==> src/rtl/indexed_framebuffer_blitter_macros.svh <==
// ----------------------------------------------------------------------------
// Indexed framebuffer blitter assertion macros
// Shared property wrappers for the blitter's concurrent checks.
// ----------------------------------------------------------------------------
`ifndef INDEXED_FRAMEBUFFER_BLITTER_MACROS_SVH
`define INDEXED_FRAMEBUFFER_BLITTER_MACROS_SVH

// Same-cycle implication, disabled while reset is asserted.
`define IFB_ASSERT_IMP(label, clk, rst_n, ante, cons, msg) \
  label: assert property (@(posedge clk) disable iff (!(rst_n)) (ante) |-> (cons)) \
    else $error(msg);

// Next-cycle implication, disabled while reset is asserted.
`define IFB_ASSERT_NXT(label, clk, rst_n, ante, cons, msg) \
  label: assert property (@(posedge clk) disable iff (!(rst_n)) (ante) |=> (cons)) \
    else $error(msg);

`endif

==> src/rtl/ifb_pkg.sv <==
// ----------------------------------------------------------------------------
// Indexed framebuffer blitter package
// Command codes, queue entry and status types, and the palette ROM.
// ----------------------------------------------------------------------------
package ifb_pkg;

  localparam int AddrMaxW  = 16;
  localparam int PalDepth  = 72;
  localparam int QueueDepth = 2;

  typedef enum logic [2:0] {
    MODE_PLOT   = 3'd0,
    MODE_FILL   = 3'd1,
    MODE_SPRITE = 3'd2,
    MODE_ELEM   = 3'd3,
    MODE_READ   = 3'd4
  } mode_e;

  typedef enum logic [1:0] {
    OP_NONE  = 2'd0,
    OP_WRITE = 2'd1,
    OP_FILL  = 2'd2,
    OP_READ  = 2'd3
  } op_e;

  typedef enum logic [1:0] {
    BK_CLEAR = 2'd0,
    BK_IDLE  = 2'd1,
    BK_FILL  = 2'd2,
    BK_READ  = 2'd3
  } back_state_e;

  // One classified command on its way from the front end to the back end.
  typedef struct packed {
    op_e                 op;
    logic                ignored;
    logic [AddrMaxW-1:0] addr;
    logic [7:0]          color;
    logic [7:0]          w_m1;
    logic [7:0]          h_m1;
  } cmd_t;

  typedef struct packed {
    logic clearing;
  } bk_status_t;

  localparam logic [23:0] PALETTE [PalDepth] = '{
    24'h000000, 24'h000000, 24'hffffff, 24'hff0000,
    24'h00ff00, 24'h0000ff, 24'hffffff, 24'hffffff,
    24'h472d3c, 24'h5e3643, 24'h7a444a, 24'ha05b53,
    24'hbf7958, 24'heea160, 24'hf4cca1, 24'hb6d53c,
    24'h71aa34, 24'h397b44, 24'h3c5956, 24'h302c2e,
    24'h5a5353, 24'h7d7071, 24'ha0938e, 24'hcfc6b8,
    24'hdff6f5, 24'h8aebf1, 24'h28ccdf, 24'h3978a8,
    24'h394778, 24'h39314b, 24'h564064, 24'h8e478c,
    24'hcd6093, 24'hffaeb6, 24'hf4b41b, 24'hf47e1b,
    24'he6482e, 24'ha93b3b, 24'h827094, 24'h4f546b,
    24'h23161e, 24'h2f1b21, 24'h3d2225, 24'h502d29,
    24'h5f3c2c, 24'h775030, 24'h7a6650, 24'h5b6a1e,
    24'h38551a, 24'h1c3d22, 24'h1e2c2b, 24'h181617,
    24'h2d2929, 24'h3e3828, 24'h504947, 24'h67635c,
    24'h6f7a7a, 24'h457578, 24'h14666f, 24'h1c3c54,
    24'h1c233c, 24'h1c1825, 24'h2b2032, 24'h472346,
    24'h663049, 24'h7f575b, 24'h7a5a0d, 24'h7a3f0d,
    24'h732417, 24'h541d1d, 24'h41384a, 24'h272a35
  };

  // Entries past the end of the table read as black.
  function automatic logic [23:0] palette_rgb(input logic [7:0] idx);
    logic [23:0] rgb;
    rgb = 24'h000000;
    if (idx < 8'(PalDepth)) begin
      rgb = PALETTE[idx[6:0]];
    end
    return rgb;
  endfunction

endpackage

==> src/rtl/ifb_queue.sv <==
// ----------------------------------------------------------------------------
// Indexed framebuffer blitter command queue
// Two-entry FIFO that decouples command intake from frame store access.
// ----------------------------------------------------------------------------
module ifb_queue (
  input  logic          clk_i,
  input  logic          rst_ni,
  input  logic          push_i,
  input  ifb_pkg::cmd_t cmd_i,
  output logic          full_o,
  input  logic          pop_i,
  output logic          valid_o,
  output ifb_pkg::cmd_t cmd_o
);
  import ifb_pkg::*;

  localparam int PtrW = $clog2(QueueDepth);

  cmd_t            slots_q [QueueDepth];
  logic [PtrW-1:0] wr_ptr_q, wr_ptr_d;
  logic [PtrW-1:0] rd_ptr_q, rd_ptr_d;
  logic [PtrW:0]   count_q, count_d;

  assign full_o  = (count_q == (PtrW + 1)'(QueueDepth));
  assign valid_o = (count_q != '0);
  assign cmd_o   = slots_q[rd_ptr_q];

  always_comb begin
    wr_ptr_d = wr_ptr_q;
    rd_ptr_d = rd_ptr_q;
    count_d  = count_q;
    if (push_i) begin
      wr_ptr_d = wr_ptr_q + 1'b1;
    end
    if (pop_i) begin
      rd_ptr_d = rd_ptr_q + 1'b1;
    end
    if (push_i && !pop_i) begin
      count_d = count_q + 1'b1;
    end else if (!push_i && pop_i) begin
      count_d = count_q - 1'b1;
    end
  end

  always_ff @(posedge clk_i or negedge rst_ni) begin
    if (!rst_ni) begin
      wr_ptr_q <= '0;
      rd_ptr_q <= '0;
      count_q  <= '0;
    end else begin
      wr_ptr_q <= wr_ptr_d;
      rd_ptr_q <= rd_ptr_d;
      count_q  <= count_d;
    end
  end

  always_ff @(posedge clk_i) begin
    if (push_i) begin
      slots_q[wr_ptr_q] <= cmd_i;
    end
  end

endmodule

==> config.mk <==
export PLATFORM = sky130hd
export DESIGN_NAME = ifb_queue
export DESIGN_NICKNAME = d
export VERILOG_FILES = /design/src/rtl/indexed_framebuffer_blitter_macros.svh /design/src/rtl/ifb_pkg.sv /design/src/rtl/ifb_queue.sv
export SDC_FILE = /design/constraint.sdc
export NUM_CORES = 1
export LEC_CHECK = 0
export ABC_CLOCK_PERIOD_IN_PS = 3110
export BUFFER_PORTS_ARGS = -buffer_cell sky130_fd_sc_hd__buf_2
export CORE_MARGIN = 8
export CORE_UTILIZATION = 45
export DETAILED_ROUTE_END_ITERATION = 12
export PLACE_DENSITY = 0.68
export SYNTH_ARGS = -nofsm -noshare
export SYNTH_HDL_FRONTEND = slang
export SYNTH_SLANG_ARGS = --single-unit
==> constraint.sdc <==
create_clock -name clk_i -period 3.11 [get_ports clk_i]
set_input_delay 0.1555 -clock clk_i [delete_from_list [all_inputs] [get_ports clk_i]]
set_output_delay 0.1555 -clock clk_i [all_outputs]
set_load 0.01 [all_outputs]
# [Yosys cells after proc, flatten, opt, wreduce, memory -nomap -nowiden]
# Memories as Yosys holds them, arrays and structs flattened.
# Index checks and enable logic that the tools add are counted.
[classes] addsub=4 eq_ne=1 mux=4 reduce_logical=6
[ops] cell="2-to-1 mux 2 bit" count=2
[ops] cell="nonzero test 2 bit" count=2
[ops] cell="adder 1 bit, second input constant" count=2
[ops] cell="adder 2 x 1 -> 2 bit, second input constant" count=1
[ops] cell="equality test 2 bit, second input constant" count=1
[ops] cell="logical AND 1 bit" count=2
[ops] cell="logical NOT 1 bit" count=2
[ops] cell="2-to-1 mux 1 bit" count=2
[ops] cell="subtractor 2 x 1 -> 2 bit, second input constant" count=1
[totals] register_bits=4 mem_bits_rw=86 inputBits=47 out_inout_bits=45 wordCells=19 mem_count=1
[memory_table] name="slots_q" words=2 word_bits=43 rd=1 rd_ports_with_merged_regs=0 wr=1 line="ifb_queue.sv:19" text="cmd_t slots_q [QueueDepth];"

# [Depth between registers and ports, before layout]
# Gate-level depths: netlist (run 1).
[logic_depth] ltp_word=4 ltp_mapped=5 depth_no_buf=5

# [Worst setup path after synthesis (run 1)]
# OpenSTA, ideal clock, no wires.
[synth_timing] path_kind="register to register" startpoint="reg wr_ptr_q" endpoint="mem slots_q[0][0] (netlist bit) (enable)" arrival_ns=2.325 slack_ns=0.337 stages_incl_launch_ff=2 synth_period_minus_slack_ns=2.773 cell_sequence="dfrtp_1 > nor2b_1"
[synth_lines] element="from (decl)" line="ifb_queue.sv:20" text="logic [PtrW-1:0] wr_ptr_q, wr_ptr_d;"
[synth_lines] element="from (signal assigned)" line="ifb_queue.sv:51" text="wr_ptr_q <= wr_ptr_d;"
[synth_lines] element="to (decl)" line="ifb_queue.sv:19"
# No word-level cell before the write port.

==> metrics.yaml, run 1 <==
sta:
  finClkSkew_ns: 0.008324
  relSlewSlack_pct: 29.79
  final.setup.tns_ns: 0
  finalCritPeriodShare_pct: 67.69
  setup_viol: 0
  fin_crit_ns: 2.105
  timing.hold.ws_ns: 0.01922
  worstMarginPinSlew_ns: 1.053
  hold_violations: 0
  final_max_slew_viol_count: 0
  rsz0062_at_grt: "no"
  fmax_mhz: 475.0
synthesis:
  post_synth_main_area_contributors: "edfxtp_1 74%, mux2_4 17%, dfrtp_1 2.9%"
  ys_ff_latch: 90
  synth_cells: 150
  yosysTopAreaCell: "edfxtp_1"
  avgSynthCellArea_um2: 23.29
  synth_top_area_share_pct: 73.93
  synthesis.nets: 198
  synth.yosys.seq_area_share_pct: 76.79
  synth_cell_types: 14
  netlist_area_mm2: 0.003493
  yosys_warnings: 0
route:
  first_iter_violations: 36
  dr.pass1.iters: 4
  vias_per_cell: 4.565
  num_vias: 1817
  drc: 0
  drt.antenna.violating_nets: 0
  totalWireLength_um: 6168
  routedWlPerCell_um: 15.50
worst_setup_path:
  cp.required_ns: 2.95
  cp-end-kind: "primary output"
  worstSetupStartpointType: "flop"
  reg2reg_slack_ns: 1.43
  worstPathMaxFanout: 24
  setup.worst_path.start: "rd_ptr_q$_DFFE_PN0P_"
  worstSetupPathType: "flop to primary output"
  cp_data_arrival_time_ns: 1.95
  r2r-start: "wr_ptr_q$_DFFE_PN0P_"
grt:
  grt_start_max_net_pins: 44
  grt_pass1_wl_um: 9956
  grt_use_total_pct: 11.63
  antenna_found_initial: 0
  grt_pass1_vias: 2057
  grt_overflow_total: 0
cts:
  htree_levels: 3
  clk_pin_slew_ns: 0.08
  cts_tree: "done"
  cts.sinks: 90
  cts-root-buf: "clkbuf_8"
  cts_buffers: 9
  clk_latency_ns: 0.34
  post_cts_buffers: 0
  clockBufferDepth: 2
die:
  ios: 92
  dieArea_mm2: 0.01084
  fp.dieH_um: 104.1
  core_region_area_mm2: 0.007607
  num_rows: 32
  dieWidth_um: 104.1
  start_util_pct: 45.92
power_and_ir_drop:
  p_leak_nw: 1.887
  ir_worst_vdd_v: 0.0004361
  power_density_mw_per_mm2: 799.0
cells_and_area:
  nets: 339
  antenna_cells: 0
  drive_gt1_share_pct: 52.36
  register_area_mm2: 0.002684
  multi_input_area_um2: 724.4
  n_fill_cell: 566
  syn2layout_area_growth_pct: 32.63
placed_design:
  gp_congestion: 0.6400
  io_buffers: 91
min_path:
  hold_start: "cmd_i[40]"
  hp-class: "input port to flop"
run_status:
  outcome: "complete, no violations"
flow_run:
  maxCapViolCount: 0
## final cells by class
class / instances / area share [%]
Multi-Input combinational cell: 54 / 15.64
Timing Repair Buffer: 135 / 19.44
Sequential cell: 90 / 57.93
Clock buffer: 9 / 2.674
Clock inverter: 7 / 1.485
Inverter: 1 / 0.08102
Tap cell: 102 / 2.755
## metal layers
metal / track usage, % / part of all wire (%) / wire (µm) / vias to the layer above
met4: 5.274 / 2.1 / 132 / 0
met5: 0 / 0 / 0 / -
met3: 5.328 / 9.0 / 558 / 15
li1: - / - / - / 866
met1: 12.30 / 39 / 2434 / 864
met2: 19.43 / 49 / 3043 / 72
## cells in the mapped netlist (all sizes together)
master  count
and2        1
buf         5
dfrtp       4
edfxtp     86
ha          1
inv         1
mux2       43
nor2        1
nor2b       2
or2         1
xnor2       1
xor2        4
## final timing paths
path	to	depth (start not counted)
worst max-delay path	cmd_o[25]	3
min in group asynchronous	count_q[0]$_DFFE_PN0P_	2
worst max register to register	slots_q[1][40]$_DFFE_PP_	1
worst min-delay path	slots_q[0][40]$_DFFE_PP_	1
max in group asynchronous	rd_ptr_q$_DFFE_PN0P_	2
worst min register to register	count_q[1]$_DFFE_PN0P_	1
## flip-flops by register name (all words and copies together), names as in the netlist
register,flops
wr_ptr_q,1
count_q,2
rd_ptr_q,1
slots_q,86
## metrics by stage
step | power, mW | setup WS [ns] | instance area, µm² | instances | utilization (%)
after floorplan | 2.652 | 0.3365 | 3493 | 150 | -
after global placement | 2.958 | 1.346 | 4030 | 341 | 52.98
after detailed placement | 2.984 | 1.329 | 4030 | 341 | 52.98
after CTS | 3.770 | 0.9417 | 4613 | 396 | 60.64
after global routing | 3.905 | 0.8826 | 4633 | 398 | 60.90
final | 3.702 | 1.005 | 4633 | 398 | 60.90
## power breakdown
group	leakage, nW	internal (mW)	switching, mW	total [mW]
clock	0.0987	0.370	0.375	0.745
sequential	0.853	1.61	0.152	1.77
combinational	0.936	0.667	0.524	1.19
## worst max-delay path, cell delays in order (launching register included)
cell     delay [ns]
dfrtp_2        0.85
buf_12         0.29
mux2_4         0.32
buf_2          0.14
## what timing repair did
item | in CTS | in global routing
hold buffers | 39 | 2
setup endpoints to repair | 0 | 0
gates resized for setup | 0 | 0
endpoints found under the hold margin | 78 | 4
## logic make-up after synthesis
group	count (synthesis)	synth area share, %
mux	43	18.05
fa+ha+maj	1	0.3581
simple gates	5	0.8239
xor+xnor	5	1.254
flops	90	76.79
buf+inv	6	2.722
## cell usage in the layout, fill, tap and decap left out, types with 2 or more instances in the layout
cell	count
mux2_2	4
dlygate4sd3_1	41
dfrtp_1	3
buf_2	91
buf_4	2
clkinv_4	2
clkinv_1	2
edfxtp_1	86
clkbuf_8	9
mux2_4	39
xor2_1	4
Note: power is estimated with default switching activity, not from simulation.
==> inputs of run 2 (changes only) <==
ABC_CLOCK_PERIOD_IN_PS = 2200   (was 3110)
clock period = 2.2 ns   (was 3.11 ns; I/O delays follow)
==> metrics.yaml, run 2 (synthesis results as in run 1) <==
run_status:
  outcome: "complete, no violations"
sta:
  rsz0062_at_grt: "no"
  hold_violations: 0  # unchanged
  relSlewSlack_pct: 69.56  # +40 points
  final.setup.tns_ns: 0  # unchanged
  timing.hold.ws_ns: 0.08993  # +0.07071 ns
  finClkSkew_ns: 0.01188  # +0.003558 ns
  setup_viol: 0  # unchanged
  worstMarginPinSlew_ns: 0.4566  # -0.5966 ns
  finalCritPeriodShare_pct: 78.16
  fin_crit_ns: 1.720
  final_max_slew_viol_count: 0  # unchanged
  fmax_mhz: 581.6
cells_and_area:
  largest_reg_flops: 86  # unchanged
  n_fill_cell: 574  # +1.4%
  final_common_cell: "buf_2"
  syn2layout_area_growth_pct: 33.67
  reg_top3: "slots_q: 86 flops, count_q: 2 flops"
  final_cells: 406  # +2.0%
  multi_input_area_um2: 724.4  # unchanged
  final_cell_mix: "91 x buf_2, 86 x edfxtp_1, 46 x dlygate4sd3_1, 39 x mux2_4, 9 x clkbuf_8"
  nets: 347  # +2.4%
  antenna_cells: 0  # unchanged
  regMostFlops: "slots_q"
  register_area_mm2: 0.002684  # unchanged
  drive_gt1_share_pct: 51.97  # -0.39 points
route:
  dr.pass1.iters: 4  # unchanged
  drc: 0  # unchanged
  routedWlPerCell_um: 15.82  # +2.1%
  vias_per_cell: 4.537  # -0.62%
  first_iter_violations: 50  # +39%
  num_vias: 1842  # +1.4%
  drt.antenna.violating_nets: 0  # unchanged
  totalWireLength_um: 6422  # +4.1%
power_and_ir_drop:
  totalPowerFinal_mw: 5.164  # +40%
  power_density_mw_per_mm2: 1106  # +38%
  p_leak_nw: 1.901  # +0.71%
  ir_worst_vdd_v: 0.0005082  # +17%
cts:
  cts_resized: 0  # unchanged
  htree_levels: 3  # unchanged
  clk_pin_slew_ns: 0.08  # about the same
  cts_tree: "done"
  cts.sinks: 90  # unchanged
  cts-root-buf: "clkbuf_8"
  clk_latency_ns: 0.36  # +0.02 ns
  cts_hold_buffers: 46  # +18%
  cts_buffers: 9  # unchanged
  clockBufferDepth: 2  # unchanged
  post_cts_buffers: 0  # unchanged
placed_design:
  gp_congestion: 0.6642  # +3.8%
  place_hpwl_um: 4140
  placed_cells: 344  # +0.88%
  io_buffers: 91  # unchanged
grt:
  grt_pass1_wl_um: 10260  # +3.1%
  antenna_found_initial: 0  # unchanged
  grt_use_total_pct: 11.95  # +0.33 points
  grt_overflow_total: 0  # unchanged
  grt_pass1_vias: 2068  # +0.53%
  grt_start_max_net_pins: 26  # -41%
worst_setup_path:
  worstSetupStartpointType: "flop"
  cp_data_arrival_time_ns: 1.61  # -0.34 ns
  cp.required_ns: 2.09  # -0.86 ns
  reg2reg_slack_ns: 0.99  # -0.44 ns
  worstPathMaxFanout: 25  # +4.2%
  worstSetupPathType: "flop to primary output"
  cp-end-kind: "primary output"
die:
  num_rows: 32  # unchanged
  core_region_area_mm2: 0.007607  # unchanged
  ios: 92  # unchanged
  dieWidth_um: 104.1  # unchanged
  start_util_pct: 45.92  # unchanged
  dieArea_mm2: 0.01084  # unchanged
  fp.dieH_um: 104.1  # unchanged
flow_run:
  maxCapViolCount: 0  # unchanged
min_path:
  hp-class: "input port to async pin"
==> run 2: worst paths after layout <==
| path | from | endpoint | cells after the start |
|---|---|---|---|
| min in group clk_i | cmd_i[0] | slots_q[1][0]$_DFFE_PP_ | 2 |
| max | rd_ptr_q$_DFFE_PN0P_ | cmd_o[30] | 3 |
| max in group asynchronous | rst_ni | rd_ptr_q$_DFFE_PN0P_ | 2 |
| min | rst_ni | count_q[1]$_DFFE_PN0P_ | 2 |
| max reg2reg | wr_ptr_q$_DFFE_PN0P_ | slots_q[1][26]$_DFFE_PP_ | 2 |
| min reg2reg | count_q[1]$_DFFE_PN0P_ | count_q[1]$_DFFE_PN0P_ | 1 |
==> run 2: report_power, final <==
part / total (mW) / switching [mW] / internal [mW]
Sequential: 2.38 / 0.106 / 2.28
Clock: 0.975 / 0.563 / 0.413
Combinational: 1.81 / 0.858 / 0.948
Total: 5.16 / 1.53 / 3.64
==> run 2: layout make-up <==
class / count / area share, %
multi-input cells: 54 / 15.51
clock inverters: 6 / 0.8842
clock buffers: 10 / 2.733
flip-flops and latches: 90 / 57.48
well taps: 102 / 2.733
inverters: 1 / 0.08039
repair buffers: 143 / 20.58
==> run 2: stage by stage <==
stage / setup slack (ns) / area (µm²) / util [%]
after floorplan: 0.2487 / 3496 / -
after global placement: 0.8646 / 4040 / 53.11
after detailed placement: 0.8485 / 4040 / 53.11
after CTS: 0.4493 / 4669 / 61.38
after global routing: 0.3962 / 4669 / 61.38
final: 0.4805 / 4669 / 61.38
==> run 2: worst max-delay path, cell delays in order, from the launching register on <==
cell	delay, ns
dfrtp_2	0.36
buf_4	0.39
mux2_4	0.35
buf_2	0.14
==> run 2: layer usage <==
layer	vias to the layer above	GRT usage, %	wire length [µm]	part of all wire, %
li1	881	-	-	-
met1	882	13.19	2695	42
met2	71	19.57	3142	49
met3	8	5.576	509	7.9
met4	0	4.757	74	1.2
met5	-	0	0	0
==> inputs of run 3 (changes only) <==
ABC_CLOCK_PERIOD_IN_PS = 1500   (was 2200)
PLACE_DENSITY = 0.71   (was 0.68)
clock period = 1.5 ns   (was 2.2 ns; I/O delays follow)
==> metrics.yaml, run 3 (synthesis results as in run 1) <==
run_status:
  outcome: "finished with violations"
  violations: "setup timing"
cells_and_area:
  reg_top3: "slots_q: 86 flops, count_q: 2 flops"
  final_area_mm2: 0.005037  # +7.9%
  n_fill_cell: 501  # -13%
  antenna_cells: 0  # unchanged
  multi_input_area_um2: 732.0  # +1.0%
  fin_util_pct: 66.22  # +4.8 points
  nets: 349  # +0.58%
  syn2layout_area_growth_pct: 44.20
  register_area_mm2: 0.002684  # unchanged
  final_cell_mix: "86 x edfxtp_1, 55 x buf_2, 46 x dlygate4sd3_1, 41 x mux2_4, 36 x buf_6"
  regMostFlops: "slots_q"
  drive_gt1_share_pct: 52.94  # +0.97 points
  final_common_cell: "edfxtp_1"
  largest_reg_flops: 86  # unchanged
die:
  core_region_area_mm2: 0.007607  # unchanged
  dieArea_mm2: 0.01084  # unchanged
  num_rows: 32  # unchanged
  ios: 92  # unchanged
  dieWidth_um: 104.1  # unchanged
  fp.dieH_um: 104.1  # unchanged
  start_util_pct: 45.92  # unchanged
worst_setup_path:
  cp_data_arrival_time_ns: 1.50  # -0.11 ns
  cpMaxStageDelayCell: "dfrtp_2"
  cp-end-kind: "primary output"
  r2r-start: "wr_ptr_q$_DFFE_PN0P_"
  worstSetupPathType: "flop to primary output"
  r2r-end: "slots_q[1][16]$_DFFE_PP_"
  cp_cell_sequence: "buf_12, mux2_2, buf_2"
  worstSetupStartpointType: "flop"
  reg2reg_depth: 2  # unchanged
  worstPathMaxFanout: 19  # -24%
  crit_path_end: "cmd_o[23]"
  setup.worst_path.start: "rd_ptr_q$_DFFE_PN0P_"
  cpPeakStageDelay_ns: 0.44  # +0.05 ns
  reg2reg_slack_ns: 0.27  # -0.72 ns
  cp.required_ns: 1.42  # -0.67 ns
placed_design:
  io_buffers: 91  # unchanged
  gp_congestion: 0.6614  # -0.42%
  place_hpwl_um: 4229  # +2.2%
  placed_area_mm2: 0.004103  # +1.5%
route:
  first_iter_violations: 46  # -8.0%
  dr.pass1.iters: 4  # unchanged
  totalWireLength_um: 6688  # +4.1%
  drc: 0  # unchanged
  vias_per_cell: 4.502  # -0.76%
  num_vias: 1837  # -0.27%
  routedWlPerCell_um: 16.39  # +3.6%
  drt.antenna.violating_nets: 0  # unchanged
grt:
  antenna_found_initial: 0  # unchanged
  grt_start_max_net_pins: 25  # -3.8%
  grt_overflow_total: 0  # unchanged
  grt_pass1_vias: 2038  # -1.5%
  grt_pass1_wl_um: 10740  # +4.6%
  grt_use_total_pct: 12.79  # +0.83 points
flow_run:
  maxCapViolCount: 0  # unchanged
cts:
  cts-root-buf: "clkbuf_8"
  cts.sinks: 90  # unchanged
  cts_buffers: 9  # unchanged
  htree_levels: 3  # unchanged
  clockBufferDepth: 2  # unchanged
  clk_latency_ns: 0.34  # -0.02 ns
  cts_tree: "done"
  clk_pin_slew_ns: 0.09  # about the same
sta:
  setup_viol: 39  # +39
  finalWorstSetupSlack_ns: -0.07013  # -0.5506 ns
  rsz0062_at_grt: "yes"
  hold_violations: 0  # unchanged
  timing.hold.ws_ns: 0.06672  # -0.02322 ns
  relSlewSlack_pct: 82.35  # +13 points
  worstMarginPinSlew_ns: 0.2648  # -0.1918 ns
  finalCritPeriodShare_pct: 104.7
  fmax_mhz: 636.9
  final.setup.tns_ns: -1.198  # -1.198 ns
  final_max_slew_viol_count: 0  # unchanged
  fin_crit_ns: 1.570
  finClkSkew_ns: 0.007435  # -0.004447 ns
min_path:
  hp-class: "input port to async pin"
power_and_ir_drop:
  power_density_mw_per_mm2: 1731  # +57%
  p_leak_nw: 2.044  # +7.6%
  ir_worst_vdd_v: 0.0009687  # +91%
## run 3: cell count changes in the layout (fill, tap and decap cells not counted)
cell | before | now
clkinv_2 | 1 | 0
buf_12 | 0 | 5
mux2_2 | 4 | 2
clkbuf_1 | 1 | 0
clkinvlp_4 | 2 | 1
buf_2 | 91 | 55
mux2_4 | 39 | 41
clkinv_1 | 1 | 0
clkinv_4 | 0 | 3
bufinv_16 | 0 | 2
buf_6 | 0 | 36
buf_4 | 6 | 3
inv_6 | 2 | 1
## run 3: worst min-delay path by stage
stage                     startpoint                      to  cells after the start
after global placement        rst_ni  count_q[0]$_DFFE_PN0P_                      1
after floorplan               rst_ni  count_q[0]$_DFFE_PN0P_                      0
after CTS                     rst_ni  count_q[1]$_DFFE_PN0P_                      2
final                         rst_ni  count_q[1]$_DFFE_PN0P_                      2
after detailed placement      rst_ni  count_q[0]$_DFFE_PN0P_                      1
after global routing          rst_ni  count_q[1]$_DFFE_PN0P_                      2
## run 3: layout make-up
class / count / share of cell area [%]
clock inverters: 7 / 2.037
inverters: 1 / 0.07452
flip-flops and latches: 90 / 53.28
repair buffers: 145 / 25.09
multi-input cells: 54 / 14.53
well taps: 102 / 2.534
clock buffers: 9 / 2.459
## run 3: timing repair
| item | 4_1_cts | 5_1_grt |
|---|---|---|
| cloned | 0 | 0 |
| pin swaps | 0 | 0 |
| hold buffers | 46 | 0 |
| resized for setup | 35 | 3 |
| setup endpoints to repair | 39 | 43 |
| buffers inserted | 2 | 0 |
| hold endpoints to repair | 92 | 0 |
## run 3: critical path: cells and delay by family, from the launching register on
family                 cells  cell delay [ns]
muxes                      1             0.35
buffers and inverters      2             0.35
DFF                        1             0.44
## run 3: metrics by stage
step           std cells  total power [mW]  worst slack [ns]
3_5_place_dp         344             6.328            0.2180
2_1_floorplan        150             5.494           0.01511
6_report             408             8.720          -0.07013
5_1_grt              408             9.149           -0.1475
4_1_cts              408             8.781          -0.08634
3_3_place_gp         344             6.293            0.2402
## run 3: per-layer routing
layer / global-route usage [%] / share of wire, % / vias up
li1: - / - / 885
met1: 14.63 / 42 / 872
met2: 20.39 / 49 / 75
met3: 6.691 / 8.7 / 5
met4: 3.723 / 0.54 / 0
met5: 0 / 0 / -
## run 3: power by group
part	switching [mW]	internal, mW
logic	1.42	2.02
registers	0.170	3.34
clock network	0.824	0.951
total	2.41	6.31
