<file path="src/rtl/indexed_framebuffer_blitter_macros.svh">
// ----------------------------------------------------------------------------
// Indexed framebuffer blitter assertion macros
// Shared property wrappers for the blitter's concurrent checks.
// ----------------------------------------------------------------------------
`ifndef INDEXED_FRAMEBUFFER_BLITTER_MACROS_SVH
`define INDEXED_FRAMEBUFFER_BLITTER_MACROS_SVH

// Same-cycle implication, disabled while reset is asserted.
`define IFB_ASSERT_IMP(label, clk, rst_n, ante, cons, msg) \
  label: assert property (@(posedge clk) disable iff (!(rst_n)) (ante) |-> (cons)) \
    else $error(msg);

// Next-cycle implication, disabled while reset is asserted.
`define IFB_ASSERT_NXT(label, clk, rst_n, ante, cons, msg) \
  label: assert property (@(posedge clk) disable iff (!(rst_n)) (ante) |=> (cons)) \
    else $error(msg);

`endif

</file>
<file path="src/rtl/ifb_pkg.sv">
// ----------------------------------------------------------------------------
// Indexed framebuffer blitter package
// Command codes, queue entry and status types, and the palette ROM.
// ----------------------------------------------------------------------------
package ifb_pkg;

  localparam int AddrMaxW  = 16;
  localparam int PalDepth  = 72;
  localparam int QueueDepth = 2;

  typedef enum logic [2:0] {
    MODE_PLOT   = 3'd0,
    MODE_FILL   = 3'd1,
    MODE_SPRITE = 3'd2,
    MODE_ELEM   = 3'd3,
    MODE_READ   = 3'd4
  } mode_e;

  typedef enum logic [1:0] {
    OP_NONE  = 2'd0,
    OP_WRITE = 2'd1,
    OP_FILL  = 2'd2,
    OP_READ  = 2'd3
  } op_e;

  typedef enum logic [1:0] {
    BK_CLEAR = 2'd0,
    BK_IDLE  = 2'd1,
    BK_FILL  = 2'd2,
    BK_READ  = 2'd3
  } back_state_e;

  // One classified command on its way from the front end to the back end.
  typedef struct packed {
    op_e                 op;
    logic                ignored;
    logic [AddrMaxW-1:0] addr;
    logic [7:0]          color;
    logic [7:0]          w_m1;
    logic [7:0]          h_m1;
  } cmd_t;

  typedef struct packed {
    logic clearing;
  } bk_status_t;

  localparam logic [23:0] PALETTE [PalDepth] = '{
    24'h000000, 24'h000000, 24'hffffff, 24'hff0000,
    24'h00ff00, 24'h0000ff, 24'hffffff, 24'hffffff,
    24'h472d3c, 24'h5e3643, 24'h7a444a, 24'ha05b53,
    24'hbf7958, 24'heea160, 24'hf4cca1, 24'hb6d53c,
    24'h71aa34, 24'h397b44, 24'h3c5956, 24'h302c2e,
    24'h5a5353, 24'h7d7071, 24'ha0938e, 24'hcfc6b8,
    24'hdff6f5, 24'h8aebf1, 24'h28ccdf, 24'h3978a8,
    24'h394778, 24'h39314b, 24'h564064, 24'h8e478c,
    24'hcd6093, 24'hffaeb6, 24'hf4b41b, 24'hf47e1b,
    24'he6482e, 24'ha93b3b, 24'h827094, 24'h4f546b,
    24'h23161e, 24'h2f1b21, 24'h3d2225, 24'h502d29,
    24'h5f3c2c, 24'h775030, 24'h7a6650, 24'h5b6a1e,
    24'h38551a, 24'h1c3d22, 24'h1e2c2b, 24'h181617,
    24'h2d2929, 24'h3e3828, 24'h504947, 24'h67635c,
    24'h6f7a7a, 24'h457578, 24'h14666f, 24'h1c3c54,
    24'h1c233c, 24'h1c1825, 24'h2b2032, 24'h472346,
    24'h663049, 24'h7f575b, 24'h7a5a0d, 24'h7a3f0d,
    24'h732417, 24'h541d1d, 24'h41384a, 24'h272a35
  };

  // Entries past the end of the table read as black.
  function automatic logic [23:0] palette_rgb(input logic [7:0] idx);
    logic [23:0] rgb;
    rgb = 24'h000000;
    if (idx < 8'(PalDepth)) begin
      rgb = PALETTE[idx[6:0]];
    end
    return rgb;
  endfunction

endpackage

</file>
<file path="src/rtl/ifb_front.sv">
// ----------------------------------------------------------------------------
// Indexed framebuffer blitter front end
// Accepts commands, clips them against the frame, tracks the open sprite
// and turns each command into one back-end operation.
// ----------------------------------------------------------------------------
module ifb_front #(
  parameter int FRAME_WIDTH  = 128,
  parameter int FRAME_HEIGHT = 128
) (
  input  logic                clk_i,
  input  logic                rst_ni,
  input  logic                in_valid_i,
  output logic                in_ready_o,
  input  logic [2:0]          mode_i,
  input  logic [7:0]          x_coord_i,
  input  logic [7:0]          y_coord_i,
  input  logic [7:0]          span_width_i,
  input  logic [7:0]          span_height_i,
  input  logic [7:0]          color_i,
  input  ifb_pkg::bk_status_t status_i,
  input  logic                q_full_i,
  output logic                push_o,
  output ifb_pkg::cmd_t       cmd_o
);
  import ifb_pkg::*;

  localparam logic [8:0] FW9 = 9'(FRAME_WIDTH);
  localparam logic [8:0] FH9 = 9'(FRAME_HEIGHT);

  logic [7:0] org_x_q, org_x_d;
  logic [7:0] org_y_q, org_y_d;
  logic [7:0] size_w_q, size_w_d;
  logic [7:0] size_h_q, size_h_d;
  logic [7:0] col_q, col_d;
  logic [7:0] row_q, row_d;
  logic       active_q, active_d;

  logic        start_on;
  logic [8:0]  px, py;
  logic        elem_on;
  logic [7:0]  ax, ay;
  logic [16:0] row_base;
  logic [15:0] addr;
  logic [8:0]  room_w, room_h, clip_w, clip_h;

  assign in_ready_o = !q_full_i && !status_i.clearing;
  assign push_o     = in_valid_i && in_ready_o;

  assign start_on = ({1'b0, x_coord_i} < FW9) && ({1'b0, y_coord_i} < FH9);
  assign px       = {1'b0, org_x_q} + {1'b0, col_q};
  assign py       = {1'b0, org_y_q} + {1'b0, row_q};
  assign elem_on  = (px < FW9) && (py < FH9);

  // One address multiplier, shared by direct commands and sprite elements.
  assign ax       = (mode_i == MODE_ELEM) ? px[7:0] : x_coord_i;
  assign ay       = (mode_i == MODE_ELEM) ? py[7:0] : y_coord_i;
  assign row_base = {9'b0, ay} * {8'b0, FW9};
  assign addr     = row_base[15:0] + {8'b0, ax};

  assign room_w = FW9 - {1'b0, x_coord_i};
  assign room_h = FH9 - {1'b0, y_coord_i};
  assign clip_w = ({1'b0, span_width_i} > room_w) ? room_w : {1'b0, span_width_i};
  assign clip_h = ({1'b0, span_height_i} > room_h) ? room_h : {1'b0, span_height_i};

  always_comb begin
    org_x_d  = org_x_q;
    org_y_d  = org_y_q;
    size_w_d = size_w_q;
    size_h_d = size_h_q;
    col_d    = col_q;
    row_d    = row_q;
    active_d = active_q;

    cmd_o.op      = OP_NONE;
    cmd_o.ignored = 1'b0;
    cmd_o.addr    = addr;
    cmd_o.color   = color_i;
    cmd_o.w_m1    = 8'(clip_w - 9'd1);
    cmd_o.h_m1    = 8'(clip_h - 9'd1);

    case (mode_i)
      MODE_PLOT: begin
        if (start_on) begin
          cmd_o.op = OP_WRITE;
        end else begin
          cmd_o.ignored = 1'b1;
        end
      end
      MODE_FILL: begin
        if (!start_on) begin
          cmd_o.ignored = 1'b1;
        end else if (clip_w != '0 && clip_h != '0) begin
          cmd_o.op = OP_FILL;
        end
      end
      MODE_SPRITE: begin
        col_d = '0;
        row_d = '0;
        if (start_on) begin
          org_x_d  = x_coord_i;
          org_y_d  = y_coord_i;
          size_w_d = span_width_i;
          size_h_d = span_height_i;
          active_d = (span_width_i != '0) && (span_height_i != '0);
        end else begin
          active_d      = 1'b0;
          cmd_o.ignored = 1'b1;
        end
      end
      MODE_ELEM: begin
        if (!active_q) begin
          cmd_o.ignored = 1'b1;
        end else begin
          if (color_i != '0 && elem_on) begin
            cmd_o.op = OP_WRITE;
          end
          if ({1'b0, col_q} + 9'd1 >= {1'b0, size_w_q}) begin
            col_d = '0;
            if ({1'b0, row_q} + 9'd1 >= {1'b0, size_h_q}) begin
              row_d    = '0;
              active_d = 1'b0;
            end else begin
              row_d = row_q + 8'd1;
            end
          end else begin
            col_d = col_q + 8'd1;
          end
        end
      end
      MODE_READ: begin
        if (start_on) begin
          cmd_o.op = OP_READ;
        end else begin
          cmd_o.ignored = 1'b1;
        end
      end
      default: begin
        cmd_o.ignored = 1'b1;
      end
    endcase
  end

  always_ff @(posedge clk_i or negedge rst_ni) begin
    if (!rst_ni) begin
      org_x_q  <= '0;
      org_y_q  <= '0;
      size_w_q <= '0;
      size_h_q <= '0;
      col_q    <= '0;
      row_q    <= '0;
      active_q <= 1'b0;
    end else if (push_o) begin
      org_x_q  <= org_x_d;
      org_y_q  <= org_y_d;
      size_w_q <= size_w_d;
      size_h_q <= size_h_d;
      col_q    <= col_d;
      row_q    <= row_d;
      active_q <= active_d;
    end
  end

endmodule

</file>
<file path="config.mk">
export PLATFORM = sky130hd
export DESIGN_NAME = ifb_front
export DESIGN_NICKNAME = d
export VERILOG_FILES = /design/src/rtl/indexed_framebuffer_blitter_macros.svh /design/src/rtl/ifb_pkg.sv /design/src/rtl/ifb_front.sv
export SDC_FILE = /design/constraint.sdc
export NUM_CORES = 1
export LEC_CHECK = 0
export ABC_AREA = 1
export ABC_CLOCK_PERIOD_IN_PS = 7400
export BUFFER_PORTS_ARGS = -buffer_cell sky130_fd_sc_hd__buf_2
export CAP_MARGIN = 5
export CORE_MARGIN = 5
export CORE_UTILIZATION = 34
export CTS_BUF_LIST = sky130_fd_sc_hd__clkbuf_8
export DETAILED_ROUTE_END_ITERATION = 16
export SLEW_MARGIN = 20
export SYNTH_ARGS = -nofsm -noshare
export SYNTH_HDL_FRONTEND = slang
export SYNTH_SLANG_ARGS = --single-unit
</file>
<file path="constraint.sdc">
create_clock -name clk_i -period 7.4 [get_ports clk_i]
set_input_delay 1.11 -clock clk_i [delete_from_list [all_inputs] [get_ports clk_i]]
set_output_delay 1.11 -clock clk_i [all_outputs]
set_load 0.005 [all_outputs]
</file>
Yosys cells after proc, flatten, opt, wreduce, memory -nomap -nowiden
Cells that the tools add are included.
Widths: inputs -> output; s select.
{"block": "classes", "n_reduce_logical": 21, "n_lt_le_gt_ge": 8, "eq_ne": 6, "add_sub_neg": 11, "muxes": 26}
{"op": "$mux 8", "n": 7}
{"op": "$pmux 8 s2", "n": 2}
{"op": "$reduce_bool 8->1", "n": 3}
{"op": "$add 8x1->9 const B", "n": 2}
{"op": "$add 8x8->9", "n": 2}
{"op": "$ge 9x8->1", "n": 2}
{"op": "$gt 8x9->1", "n": 2}
{"op": "$lt 9x8->1 const B", "n": 2}
{"op": "$mux 9", "n": 2}
{"op": "$reduce_bool 9->1", "n": 2}
{"op": "$sub 8x8->9 const A", "n": 2}
{"op": "$add 15x8->16", "n": 1}
{"op": "$add 8x1->8 const B", "n": 2}
{"op": "$lt 8x8->1 const B", "n": 2}
{"op": "$sub 8x1->8 const B", "n": 2}
{"op": "$mux 1", "n": 9}
{"op": "$pmux 2 s4", "n": 1}
{"op": "$logic_and 1x1->1", "n": 7}
{"op": "$eq 3x2->1 const B", "n": 2}
{"op": "$mux 2", "n": 3}
{"op": "$reduce_and 3->1", "n": 2}
{"op": "$pmux 1 s2", "n": 2}
{"op": "$reduce_and 4->1", "n": 1}
{"op": "$reduce_or 4->1", "n": 1}
{"op": "8 further kinds", "n": 9}
{"block": "totals", "regBits": 49, "output_inout_bits": 45, "inputBits": 48, "wordCells": 79}

Longest topological paths before layout
Gate-level depths: netlist (run 1).
{"block": "depth", "depth_word": 8, "ltp_mapped": 24, "ltp_nobuf": 24}

Worst setup path after synthesis (run 1)
No wires, ideal clock.
{"block": "synth_path", "kind": "in2out", "startpoint": "input port y_coord_i[1]", "endpoint": "output port cmd_o[42] in the netlist's numbering", "arrival_ns": 3.547, "required_ns": 6.290, "n_path_buf": 1, "path_slack_ns": 2.743, "stages": 23, "path_cell_list": "inv_1 > ha_1 > nand2_2 > nor2_4 > nand3_1 > nand2_1 > and2_1 > inv_1 > ha_1 > a21o_1 > a21oi_1 > nand2_1 > nand2_2 > buf_6 > nand2_2 > o21ai_2 > inv_1 > ha_1 > nand3_1 > nor2_1 > a21oi_1 > nand2_1 > nand2_1"}
{"item": "start, declared", "line_no": "ifb_front.sv:16", "source": "input logic [7:0] y_coord_i,"}
{"item": "end, declared", "line_no": "ifb_front.sv:23", "source": "output ifb_pkg::cmd_t cmd_o"}

==> run_results.csv, run 1 <==
group,metric,value,unit
hold_path,holdPathStages,2,
critical_path,ff2ff_path_depth,11,
routing,total_iterations_of_the_first_detailed_routing_run,5,
synth,ys_top_cells_by_area,"sky130_fd_sc_hd__dfrtp_1 (25%), sky130_fd_sc_hd__ha_1 (15%), sky130_fd_sc_hd__nand2_1 (13%), sky130_fd_sc_hd__inv_1 (7.4%), sky130_fd_sc_hd__nand3_1 (4.9%)",
global_route,antenna_found_initial,0,
placement,detailed_place_hpwl,10750,um
sta,worst_slew_pin_slew,888.4,ps
cts,clockRootBuffer,"sky130_fd_sc_hd__clkbuf_8",
routing,totalWireLength,13150,um
synth,syn-cell-area,4999,sq um
hold_path,min-delay-start,"size_w_q[1]$_DFFE_PN0P_",
outcome,status,"complete, no violations",
cts,post_cts.repair.setup_buffers,0,
cts,cts-buffers-inserted,5,
sta,final-max-slew-violation-count,0,
power,report.power.total,761.2,uW
global_route,grt_pass1_wl,22070,um
cts,cts.sinks,49,
cts,htree_levels,2,
synth,synth_top_area_cell,"sky130_fd_sc_hd__dfrtp_1",
layout,area.growth.synth_to_final,13.69,%
routing,first_iter_violations,290,
floorplan,core_area,14480,sq um
layout,fin_nets,897,
floorplan,total_die_area,17230,sq um
sta,rsz0062_at_grt,"no",
cts,hold_buf_count_cts,0,
synth,syn_nets,817,
global_route,global_route.usage.total,0.1515,
placement,port_buf_inserts,92,
critical_path,worst-endpoint-required,6290,ps
critical_path,ff2ff_setup_slack,4220,ps
synth,ys_seq_area_frac,0.2453,
global_route,pin_count_of_the_biggest_net_entering_global_routing,65,
synth,avgSynthCellArea,7.050,sq um
critical_path,cp_max_fo,11,
critical_path,timing.critical_path.cells,"buf_2 -> inv_1 -> ha_1 -> nand2_2 -> nor2_4 -> nand3_1 -> nand2_1 -> and2_1 -> inv_1 -> ha_1 -> a21o_1 -> a21oi_1 -> nand2_1 -> nand2_2 -> nand2_2 -> o21ai_2 -> inv_1 -> ha_1 -> nand3_1 -> nor2_1 -> a21oi_1 -> nand2_1 -> nand2_1 -> buf_2",
synth,yosysTopAreaCellShare,0.2453,
layout,num_antenna_cells,0,
global_route,gr-max-usage-layer,"met2",
critical_path,worst_path_max_delay_cell,"sky130_fd_sc_hd__ha_1",
cts,tritoncts,"yes",
synth,number_of_flip_flops_and_latches_in_the_synthesized_netlist,49,
global_route,gr-total-overflow,0,
routing,drt-vias-per-instance,4.851,
cts,max-clock-path-buffers,2,
cts,clkTransAtPathRegs,90,ps
critical_path,critPathMaxStageDelay,280,ps
routing,route.detailed.wl_per_inst,13.50,um
synth,syn_inst,709,
critical_path,r2r-end,"row_q[7]$_DFFE_PN0P_",
critical_path,critical_path.reg2reg.startpoint,"col_q[0]$_DFFE_PN0P_",
power,static-leakage-power,0.003039,uW
sta,finalSetupViolCount,0,
sta,achievable-frequency,0.1966,GHz
global_route,vias_in_the_first_global_route,4461,
layout,postLayoutCoreUtil,0.3925,
sta,fin_skew,8.646,ps
layout,ratio_of_cells_with_drive_above_1_in_the_final_layout,0.1861,
floorplan,die-width,131.3,um
sta,final_hold_viol_count,0,
cts,cts_repair_resize_count,0,
sta,final_period_minus_worst_setup_slack,5087,ps
floorplan,floorplan.rows,44,
floorplan,floorplan.initialDensity,0.3452,
critical_path,setup.worst_path.class,"in2out",
critical_path,critical_path.startpoint_type,"input pin",
cts,insertion_delay,310,ps
critical_path,worstPathArrival,3980,ps
sta,final.setup.tns,0,ps
power,cellPowerDensity,133.9,nW/um^2
hold_path,timing.hold.worst_endpoint,"size_w_q[1]$_DFFE_PN0P_",
critical_path,critical_path.most_common_cell,"sky130_fd_sc_hd__nand2_1",
sta,slew_headroom,0.4038,
floorplan,die-height,131.3,um
power,worst_ir_drop_on_vdd,0.06539,mV
global_route,met1_usage,0.2197,
synth,yosys_warnings,0,
placement,place.gp.congestion,0.8407,
global_route,use_met2,0.2427,
job,timing.max_cap.violations,0,
sta,final_clock_period_utilization_by_the_worst_path,0.6874,
routing,vias_post_dr,4725,
critical_path,cp-end-kind,"output port",
floorplan,num_io_pins,93,
global_route,gr-usage-met3,0.02255,
hold_path,hold_crit_path_type,"reg2reg",
synth,synth.lib_cells_used.distinct,47,
routing,postRouteAntennaNets,0,
routing,drc,0,
## cells by family after synthesis
logic type	count (synthesis)	synth area share
buffers and inverters	124	0.1039
adders and majority gates	60	0.1532
AOI/OAI and AO/OA	111	0.1254
xor gates and xnor gates	36	0.06308
and+or+nand+nor	329	0.3091
DFF	49	0.2453
## where the power goes
group          total, uW  leakage [uW]  switching (uW)  internal [uW]
clock network        199     0.0000543            97.5            101
registers            302      0.000661            15.1            286
logic                261       0.00232             161            100
total                761       0.00304             273            488
## per-stage QoR
stage          hold WS, ps  setup slack, ps  cell area (sq um)  std cells
2_1_floorplan        453.0             2743               4999        709
3_3_place_gp         466.8             2369               5568        966
3_5_place_dp         473.2             2309               5568        966
4_1_cts              498.3             2304               5683        974
5_1_grt              512.5             1927               5683        974
6_report             496.2             2313               5683        974
## critical path, delay by kind of cell
kind	cells	cell delay, ps
adder cells (fa/ha/maj)	3	700
buffers and inverters	5	470
AO/OA/AOI/OAI	4	600
AND/OR/NAND/NOR	12	1090
## cell type report
cell class	instances	area, sq um
Tap cell	184	230.2
Multi-Input combinational cell	536	3253
Clock buffer	5	68.82
Timing Repair Buffer	93	467.9
Fill cell	1538	8796
Inverter	104	390.4
Clock inverter	3	46.29
Sequential cell	49	1226
## cell usage after synthesis, drive strengths merged
library cell and n:
and3 2, o311ai 1, o211a 1, or2 3
xnor2 10, a21o 1, o31ai 4, o2bb2ai 1
clkbuf 1, nor4 3, inv 104, fa 2
and2 2, o2111ai 1, nor3 4, nand3 56
o22ai 2, nand2 192, xor2 26, nor3b 2
buf 19, o21ai 65, nand4 17, a31oi 2
nor2 44, o211ai 1, nand3b 4, a21oi 29
ha 58, o21a 1, o221ai 1, dfrtp 49
o21bai 1
## worst max-delay path by stage
stage | startpoint | to | cells after the start
final | y_coord_i[1] | cmd_o[42] | 24
after detailed placement | y_coord_i[0] | cmd_o[42] | 24
after global routing | y_coord_i[1] | cmd_o[42] | 24
after global placement | y_coord_i[0] | cmd_o[42] | 24
after CTS | y_coord_i[0] | cmd_o[42] | 24
after floorplan | y_coord_i[1] | cmd_o[42] | 23
## layout by cell type (no fill, tap or decap), types with 4 or more instances in the layout
master and instances:
sky130_fd_sc_hd__inv_2 5, sky130_fd_sc_hd__nand3b_1 4, sky130_fd_sc_hd__clkbuf_8 5, sky130_fd_sc_hd__nor2_2 4, sky130_fd_sc_hd__nor2_1 36, sky130_fd_sc_hd__nand2_2 16, sky130_fd_sc_hd__nand4_1 17, sky130_fd_sc_hd__dfrtp_1 49
sky130_fd_sc_hd__ha_1 58, sky130_fd_sc_hd__nand3_2 5, sky130_fd_sc_hd__a21oi_1 27, sky130_fd_sc_hd__nor3_1 4, sky130_fd_sc_hd__o21ai_0 40, sky130_fd_sc_hd__nand2_1 174, sky130_fd_sc_hd__xor2_1 26, sky130_fd_sc_hd__buf_2 92
sky130_fd_sc_hd__o21ai_1 22, sky130_fd_sc_hd__nor2_4 4, sky130_fd_sc_hd__o31ai_1 4, sky130_fd_sc_hd__nand3_1 49, sky130_fd_sc_hd__inv_1 99, sky130_fd_sc_hd__xnor2_1 10
## layer usage
layer / share of wire / vias to the layer above
met5: 0 / -
met4: 0.0082 / 0
met3: 0.044 / 7
met2: 0.44 / 100
met1: 0.51 / 2137
li1: - / 2481
## flip-flops by register name, summed over array words and instances, names as in the netlist
signal / flops
org_x_q: 8
org_y_q: 8
col_q: 8
size_h_q: 8
active_q: 1
size_w_q: 8
row_q: 8
No activity file was read; power rests on OpenSTA's default activity.
==> run 2, diff against run 1 <==
- ABC_CLOCK_PERIOD_IN_PS: 7400 -> 5200
- clock period: 7.4 -> 5.2 ns (I/O delays scaled with it)
==> run 2 against run 1 <==
  * Combinational power grew 42%
  * Critical endpoint unchanged
  * Sequential cell count did not move
  * Core utilization grew 0.061 points
  * Cell count up 0.10%
  * Highest routed layer unchanged
  * Register-to-register slack lost 2200 ps
  * Largest cell class unchanged
  * Final area grew 0.15%
  * Wire length increased by 0.65%
  * Sequential power rose by 42%
  * Worst setup slack got worse by 1600 ps
  * Via count decreased by 1.3%
  * Non-clock buffer count rose by 1
  * First-iteration DRC count is 19% lower
==> run_results.csv, run 2 (same netlist as run 1, synthesis figures left out) <==
group,metric,value,unit
layout,area.growth.synth_to_final,13.87,%
critical_path,setup.worst_path.class,"in2out",
layout,fillCellCount,1534,
sta,final_clock_period_utilization_by_the_worst_path,0.8606,
power,static-leakage-power,0.003049,uW
cts,max-clock-path-buffers,2,
sta,rsz0062_at_grt,"no",
placement,place_area,5575,sq um
routing,postRouteAntennaNets,0,
layout,fin_nets,898,
global_route,vias_in_the_first_global_route,4426,
layout,layout.cells.most_common_list,"sky130_fd_sc_hd__nand2_1 (174), sky130_fd_sc_hd__inv_1 (99), sky130_fd_sc_hd__buf_2 (92)",
floorplan,floorplan.initialDensity,0.3452,
cts,clockRootBuffer,"sky130_fd_sc_hd__clkbuf_8",
power,cellPowerDensity,192.2,nW/um^2
floorplan,core_area,14480,sq um
cts,cts_repair_resize_count,0,
routing,vias_post_dr,4664,
sta,finalSetupViolCount,0,
placement,place.gp.congestion,0.8435,
routing,first_iter_violations,236,
layout,finalInstanceArea,5692,sq um
power,worst_ir_drop_on_vdd,0.1085,mV
job,timing.max_cap.violations,0,
power,seqPwrFrac,0.393,
sta,final.setup.tns,0,ps
power,netSwitchingFraction,0.3617,
sta,slew_headroom,0.4217,
power,pwr-share-clk,0.268,
placement,port_buf_inserts,92,
critical_path,worstPathArrival,3700,ps
cts,insertion_delay,320,ps
hold_path,hold_crit_path_type,"reg2reg",
cts,hold_buf_count_cts,0,
sta,fin_skew,10.87,ps
cts,post_cts.repair.setup_buffers,0,
floorplan,floorplan.rows,44,
power,combPwrFrac,0.339,
sta,worst_slew_pin_slew,861.7,ps
placement,detailed_place_hpwl,10760,um
cts,tritoncts,"yes",
cts,cts-buffers-inserted,5,
global_route,antenna_found_initial,0,
layout,ratio_of_cells_with_drive_above_1_in_the_final_layout,0.1871,
routing,route.detailed.wl_per_inst,13.57,um
cts,cts.sinks,49,
cts,clkTransAtPathRegs,110,ps
critical_path,critical_path.startpoint_type,"input pin",
global_route,global_route.usage.total,0.1507,
floorplan,die-width,131.3,um
power,intPower,698.2,uW
floorplan,total_die_area,17230,sq um
sta,final_hold_viol_count,0,
critical_path,worst-endpoint-required,4420,ps
routing,drc,0,
outcome,status,"complete, no violations",
layout,num_antenna_cells,0,
sta,achievable-frequency,0.2235,GHz
layout,mostFrequentLayoutCell,"sky130_fd_sc_hd__nand2_1",
floorplan,die-height,131.3,um
critical_path,cp_max_fo,11,
cts,htree_levels,2,
routing,totalWireLength,13230,um
sta,final-max-slew-violation-count,0,
critical_path,cp-end-kind,"output port",
power,net-switching-power,395.6,uW
global_route,grt_pass1_wl,21910,um
routing,drt-vias-per-instance,4.784,
global_route,pin_count_of_the_biggest_net_entering_global_routing,65,
sta,final_period_minus_worst_setup_slack,4475,ps
floorplan,num_io_pins,93,
global_route,gr-total-overflow,0,
routing,total_iterations_of_the_first_detailed_routing_run,4,
critical_path,ff2ff_setup_slack,2030,ps
## run 2: cell types whose count changed in the layout (fill, tap and decap cells not counted), sizes merged
cell      previous run  this run
buf                 93        94
clkinvlp             1         0
inv                104       106
clkinv               1         0
## run 2: power by group through the flow
stage | clock network (uW) | logic, uW | registers (uW)
CTS | 300 | 376 | 429
global placement | 0 | 373 | 437
detailed placement | 0 | 373 | 436
finish | 293 | 371 | 429
floorplan | 0 | 254 | 430
global route | 314 | 429 | 433
## run 2: layer usage
| metal | wire (um) | GRT usage | vias to the layer above |
|---|---|---|---|
| li1 | - | - | 2486 |
| met1 | 6772 | 0.2196 | 2055 |
| met2 | 5686 | 0.2379 | 112 |
| met3 | 598 | 0.02064 | 11 |
| met4 | 176 | 0.03314 | 0 |
| met5 | 0 | 0 | - |
## run 2: final timing paths
kind,startpoint,to,cells after the start
worst min register to register,size_w_q[7]$_DFFE_PN0P_,size_w_q[7]$_DFFE_PN0P_,2
max in group asynchronous,rst_ni,org_x_q[4]$_DFFE_PN0P_,2
worst max-delay path,y_coord_i[0],cmd_o[42],24
worst max register to register,col_q[0]$_DFFE_PN0P_,row_q[3]$_DFFE_PN0P_,13
worst min-delay path,size_w_q[7]$_DFFE_PN0P_,size_w_q[7]$_DFFE_PN0P_,2
min in group asynchronous,rst_ni,col_q[1]$_DFFE_PN0P_,2
## run 2: final cells by class
| type | instances | area (sq um) | share of cell area |
|---|---|---|---|
| Timing Repair Buffer | 94 | 475.5 | 0.08353 |
| Sequential cell | 49 | 1226 | 0.2154 |
| Clock inverter | 3 | 47.55 | 0.008353 |
| Inverter | 104 | 390.4 | 0.06859 |
| Tap cell | 184 | 230.2 | 0.04045 |
| Clock buffer | 5 | 68.82 | 0.01209 |
| Multi-Input combinational cell | 536 | 3253 | 0.5716 |
## run 2: metrics by stage
step | instances | setup WS, ps | util | hold slack (ps) | power, uW
floorplan | 709 | 1203 | - | 453.0 | 683.9
global placement | 967 | 826.4 | 0.3851 | 468.8 | 809.3
detailed placement | 967 | 752.1 | 0.3851 | 473.4 | 809.3
CTS | 975 | 743.7 | 0.3931 | 500.6 | 1106
global route | 975 | 384.4 | 0.3931 | 524.2 | 1176
finish | 975 | 724.7 | 0.3931 | 494.8 | 1094
## run 2: critical path, stage by stage
cell                      delay [ps]
sky130_fd_sc_hd__buf_2           110
sky130_fd_sc_hd__inv_2           110
sky130_fd_sc_hd__ha_1            220
sky130_fd_sc_hd__nand2_2          80
sky130_fd_sc_hd__nor2_4          130
sky130_fd_sc_hd__nand3_1          90
sky130_fd_sc_hd__nand2_1          60
sky130_fd_sc_hd__and2_1          130
sky130_fd_sc_hd__inv_1            50
sky130_fd_sc_hd__ha_1            270
sky130_fd_sc_hd__a21o_1          160
sky130_fd_sc_hd__a21oi_1         200
sky130_fd_sc_hd__nand2_1         130
sky130_fd_sc_hd__nand2_2         200
sky130_fd_sc_hd__nand2_2          70
sky130_fd_sc_hd__o21ai_2         100
sky130_fd_sc_hd__inv_1           110
sky130_fd_sc_hd__ha_1            200
sky130_fd_sc_hd__nand3_1          80
sky130_fd_sc_hd__nor2_1           40
sky130_fd_sc_hd__a21oi_1         160
sky130_fd_sc_hd__nand2_1          70
sky130_fd_sc_hd__nand2_1          50
sky130_fd_sc_hd__buf_2           110
==> run 3, diff against run 2 <==
- ABC_AREA: 1 -> default
- ABC_CLOCK_PERIOD_IN_PS: 5200 -> 4000
- clock period: 5.2 -> 4 ns (I/O delays scaled with it)
==> run 3 against run 2 <==
  * The flow now finishes with violations (negative setup slack)
  * Clock power increased by 4%
  * Register-to-register slack got worse by 1200 ps
  * Cell count increased by 3.6%
  * Critical path depth decreased by 8
==> run_results.csv, run 3 <==
group,metric,value,unit
synth,async_flop_share,1.000,
critical_path,worstPathArrival,3810,ps
sta,fin_skew,7.513,ps
synth,number_of_flip_flops_and_latches_in_the_synthesized_netlist,49,
global_route,pin_count_of_the_biggest_net_entering_global_routing,50,
critical_path,critical_path.startpoint_type,"input pin",
global_route,antenna_found_initial,1,
layout,ratio_of_cells_with_drive_above_1_in_the_final_layout,0.3767,
routing,totalWireLength,16510,um
sta,finalSetupViolCount,6,
cts,htree_levels,2,
layout,layout.cells.most_common_list,"sky130_fd_sc_hd__buf_4 (111), sky130_fd_sc_hd__buf_2 (85), sky130_fd_sc_hd__nand2_1 (59)",
global_route,grt_pass1_wl,26320,um
floorplan,die-width,135.0,um
critical_path,timing.critical_path.cells,"buf_12 -> nor3_4 -> nand3b_1 -> xnor2_1 -> ha_1 -> nand4_1 -> nor3_2 -> nor4_2 -> nor3_4 -> mux2i_2 -> ha_2 -> or4bb_1 -> xnor2_1 -> nor2_1 -> a21oi_2 -> buf_2",
critical_path,worst-endpoint-required,3400,ps
synth,synth_commonest_cells,"sky130_fd_sc_hd__nand2_1 (62), sky130_fd_sc_hd__ha_1 (58), sky130_fd_sc_hd__dfrtp_1 (49), sky130_fd_sc_hd__inv_1 (49), sky130_fd_sc_hd__o21ai_0 (36)",
sta,worst_slew_pin_slew,973.9,ps
cts,clkTransAtPathRegs,90,ps
layout,fin_nets,906,
floorplan,num_io_pins,93,
placement,pre_cts_ws,-443.3,ps
layout,num_antenna_cells,0,
routing,postRouteAntennaNets,0,
global_route,gr-total-overflow,0,
synth,synthXorXnorAreaFrac,0.09230,
routing,drc,0,
critical_path,setup.worst_path.class,"in2out",
synth,postSynth.topFlopCell,"sky130_fd_sc_hd__dfrtp_1",
sta,final_clock_period_utilization_by_the_worst_path,1.103,
synth,yosysMostFrequentCell,"sky130_fd_sc_hd__nand2_1",
outcome,status,"complete, but fails checks",
outcome,failed_checks,"negative setup slack",
synth,synth_edf_count,0,
layout,postLayoutCoreUtil,0.4707,
critical_path,cp-end-kind,"output port",
global_route,global_route.usage.total,0.1769,
synth,synth-simple-area-share,0.1893,
power,static-leakage-power,0.003507,uW
floorplan,floorplan.initialDensity,0.3483,
critical_path,critPathMaxStageDelay,420,ps
floorplan,die-height,135.0,um
sta,rsz0062_at_grt,"yes",
placement,place.gp.congestion,0.8976,
synth,yosys_warnings,0,
routing,drt-vias-per-instance,5.205,
floorplan,floorplan.rows,45,
synth,syn_inst,617,
routing,first_iter_violations,326,
synth,synth_compound_gate_area_share,0.1662,
layout,mostFrequentLayoutCell,"sky130_fd_sc_hd__buf_4",
critical_path,cp_max_fo,4,
synth,synth.lib_cells_used.distinct,68,
synth,syn_nets,725,
cts,tritoncts,"yes",
sta,final_hold_viol_count,0,
routing,vias_post_dr,5257,
power,worst_ir_drop_on_vdd,0.1069,mV
synth,avgSynthCellArea,8.612,sq um
cts,cts.sinks,49,
sta,final-max-slew-violation-count,0,
hold_path,hold_crit_path_type,"in2async",
cts,insertion_delay,320,ps
synth,portion_of_netlist_area_occupied_by_mux_cells,0.1060,
synth,synth_top_area_cell,"sky130_fd_sc_hd__dfrtp_1",
floorplan,total_die_area,18230,sq um
synth,ys_seq_area_frac,0.2308,
routing,total_iterations_of_the_first_detailed_routing_run,5,
synth,synthAdderAreaFrac,0.1460,
sta,worst_slack,-410.8,ps
cts,cts-buffers-inserted,5,
job,timing.max_cap.violations,0,
cts,clockRootBuffer,"sky130_fd_sc_hd__clkbuf_8",
placement,detailed_place_hpwl,13070,um
routing,route.detailed.wl_per_inst,16.35,um
power,cellPowerDensity,236.2,nW/um^2
sta,final_period_minus_worst_setup_slack,4411,ps
synth,yosysTopAreaCellShare,0.2308,
layout,area.growth.synth_to_final,35.15,%
global_route,vias_in_the_first_global_route,5150,
sta,achievable-frequency,0.2267,GHz
synth,dominant_combinational_cell_family_by_area_after_synthesis,"simple AND/OR/NAND/NOR gates",
synth,syn-cell-area,5314,sq um
critical_path,worst_path_max_delay_cell,"sky130_fd_sc_hd__or4bb_1",
placement,port_buf_inserts,92,
synth,ys_top_cells_by_area,"sky130_fd_sc_hd__dfrtp_1 (23%), sky130_fd_sc_hd__ha_1 (14%), sky130_fd_sc_hd__mux2_4 (6.8%), sky130_fd_sc_hd__xnor2_1 (5.4%), sky130_fd_sc_hd__nand2_1 (4.4%)",
floorplan,core_area,15260,sq um
sta,slew_headroom,0.3479,
cts,max-clock-path-buffers,2,
-- run 3: report_power, final --
part | internal, uW | switching [uW] | total [uW]
Clock | 121 | 184 | 305
Combinational | 388 | 403 | 791
Sequential | 545 | 54.4 | 600
Total | 1050 | 642 | 1700
-- run 3: per-stage QoR --
step / TNS (ps) / hold slack (ps) / instance area [sq um] / std cells / power (uW)
floorplan: -161.9 / 304.4 / 5472 / 617 / 1051
global placement: -1093 / 468.7 / 6588 / 972 / 1309
detailed placement: -1728 / 487.0 / 6588 / 972 / 1328
CTS: -1057 / 410.5 / 6970 / 1003 / 1672
global route: -2246 / 426.7 / 7182 / 1010 / 1816
finish: -1139 / 380.6 / 7182 / 1010 / 1696
-- run 3: routing by layer --
metal  wire (um)  vias to the layer above  global-route usage
met5           7                        -                   0
met4         288                        2             0.04871
met3         827                       26             0.02124
met2        7722                      162              0.2896
met1        7666                     2509              0.2468
li1            -                     2558                   -
-- run 3: worst max-delay path, delay by kind of cell --
family                   cells  cell delay, ps
multiplexers                 1             310
adder cells (fa/ha/maj)      2             520
AO/OA/AOI/OAI                1             140
XOR/XNOR                     2             330
buffers and inverters        2             240
AND/OR/NAND/NOR              8            1670
-- run 3: cell type report --
cell class	instances	area (sq um)
Clock inverter	3	17.52
Tap cell	211	264.0
Multi-Input combinational cell	489	4029
Sequential cell	49	1229
Inverter	49	198.9
Clock buffer	5	68.82
Timing Repair Buffer	204	1375
Fill cell	1447	8077
-- run 3: timing repair --
action / in CTS / in global routing
hold buffers: 0 / 0
buffers inserted: 24 / 7
gates resized for setup: 33 / 38
pin swaps: 25 / 20
endpoints found under the setup margin: 7 / 14
-- run 3: cells by family (layout without fill, tap and decap cells) --
kind of cell    after synthesis  after routing
compound gates              131            131
xor+xnor                     56             56
fa+ha+maj                    61             61
buf+inv                      79            261
flops                        49             49
mux                          44             44
simple gates                197            197
-- run 3: final timing paths --
check / from / endpoint / slack (ps) / cells past startpoint
worst max-delay path: x_coord_i[2] / cmd_o[14] / -410 / 16
worst min-delay path: rst_ni / col_q[2]$_DFFE_PN0P_ / 380 / 2
worst max register to register: col_q[0]$_DFFE_PN0P_ / row_q[5]$_DFFE_PN0P_ / 780 / 11
worst min register to register: org_x_q[0]$_DFFE_PN0P_ / org_x_q[0]$_DFFE_PN0P_ / 500 / 2
max in group asynchronous: rst_ni / col_q[3]$_DFFE_PN0P_ / 3150 / 2
min in group clk_i: org_x_q[0]$_DFFE_PN0P_ / org_x_q[0]$_DFFE_PN0P_ / 500 / 2
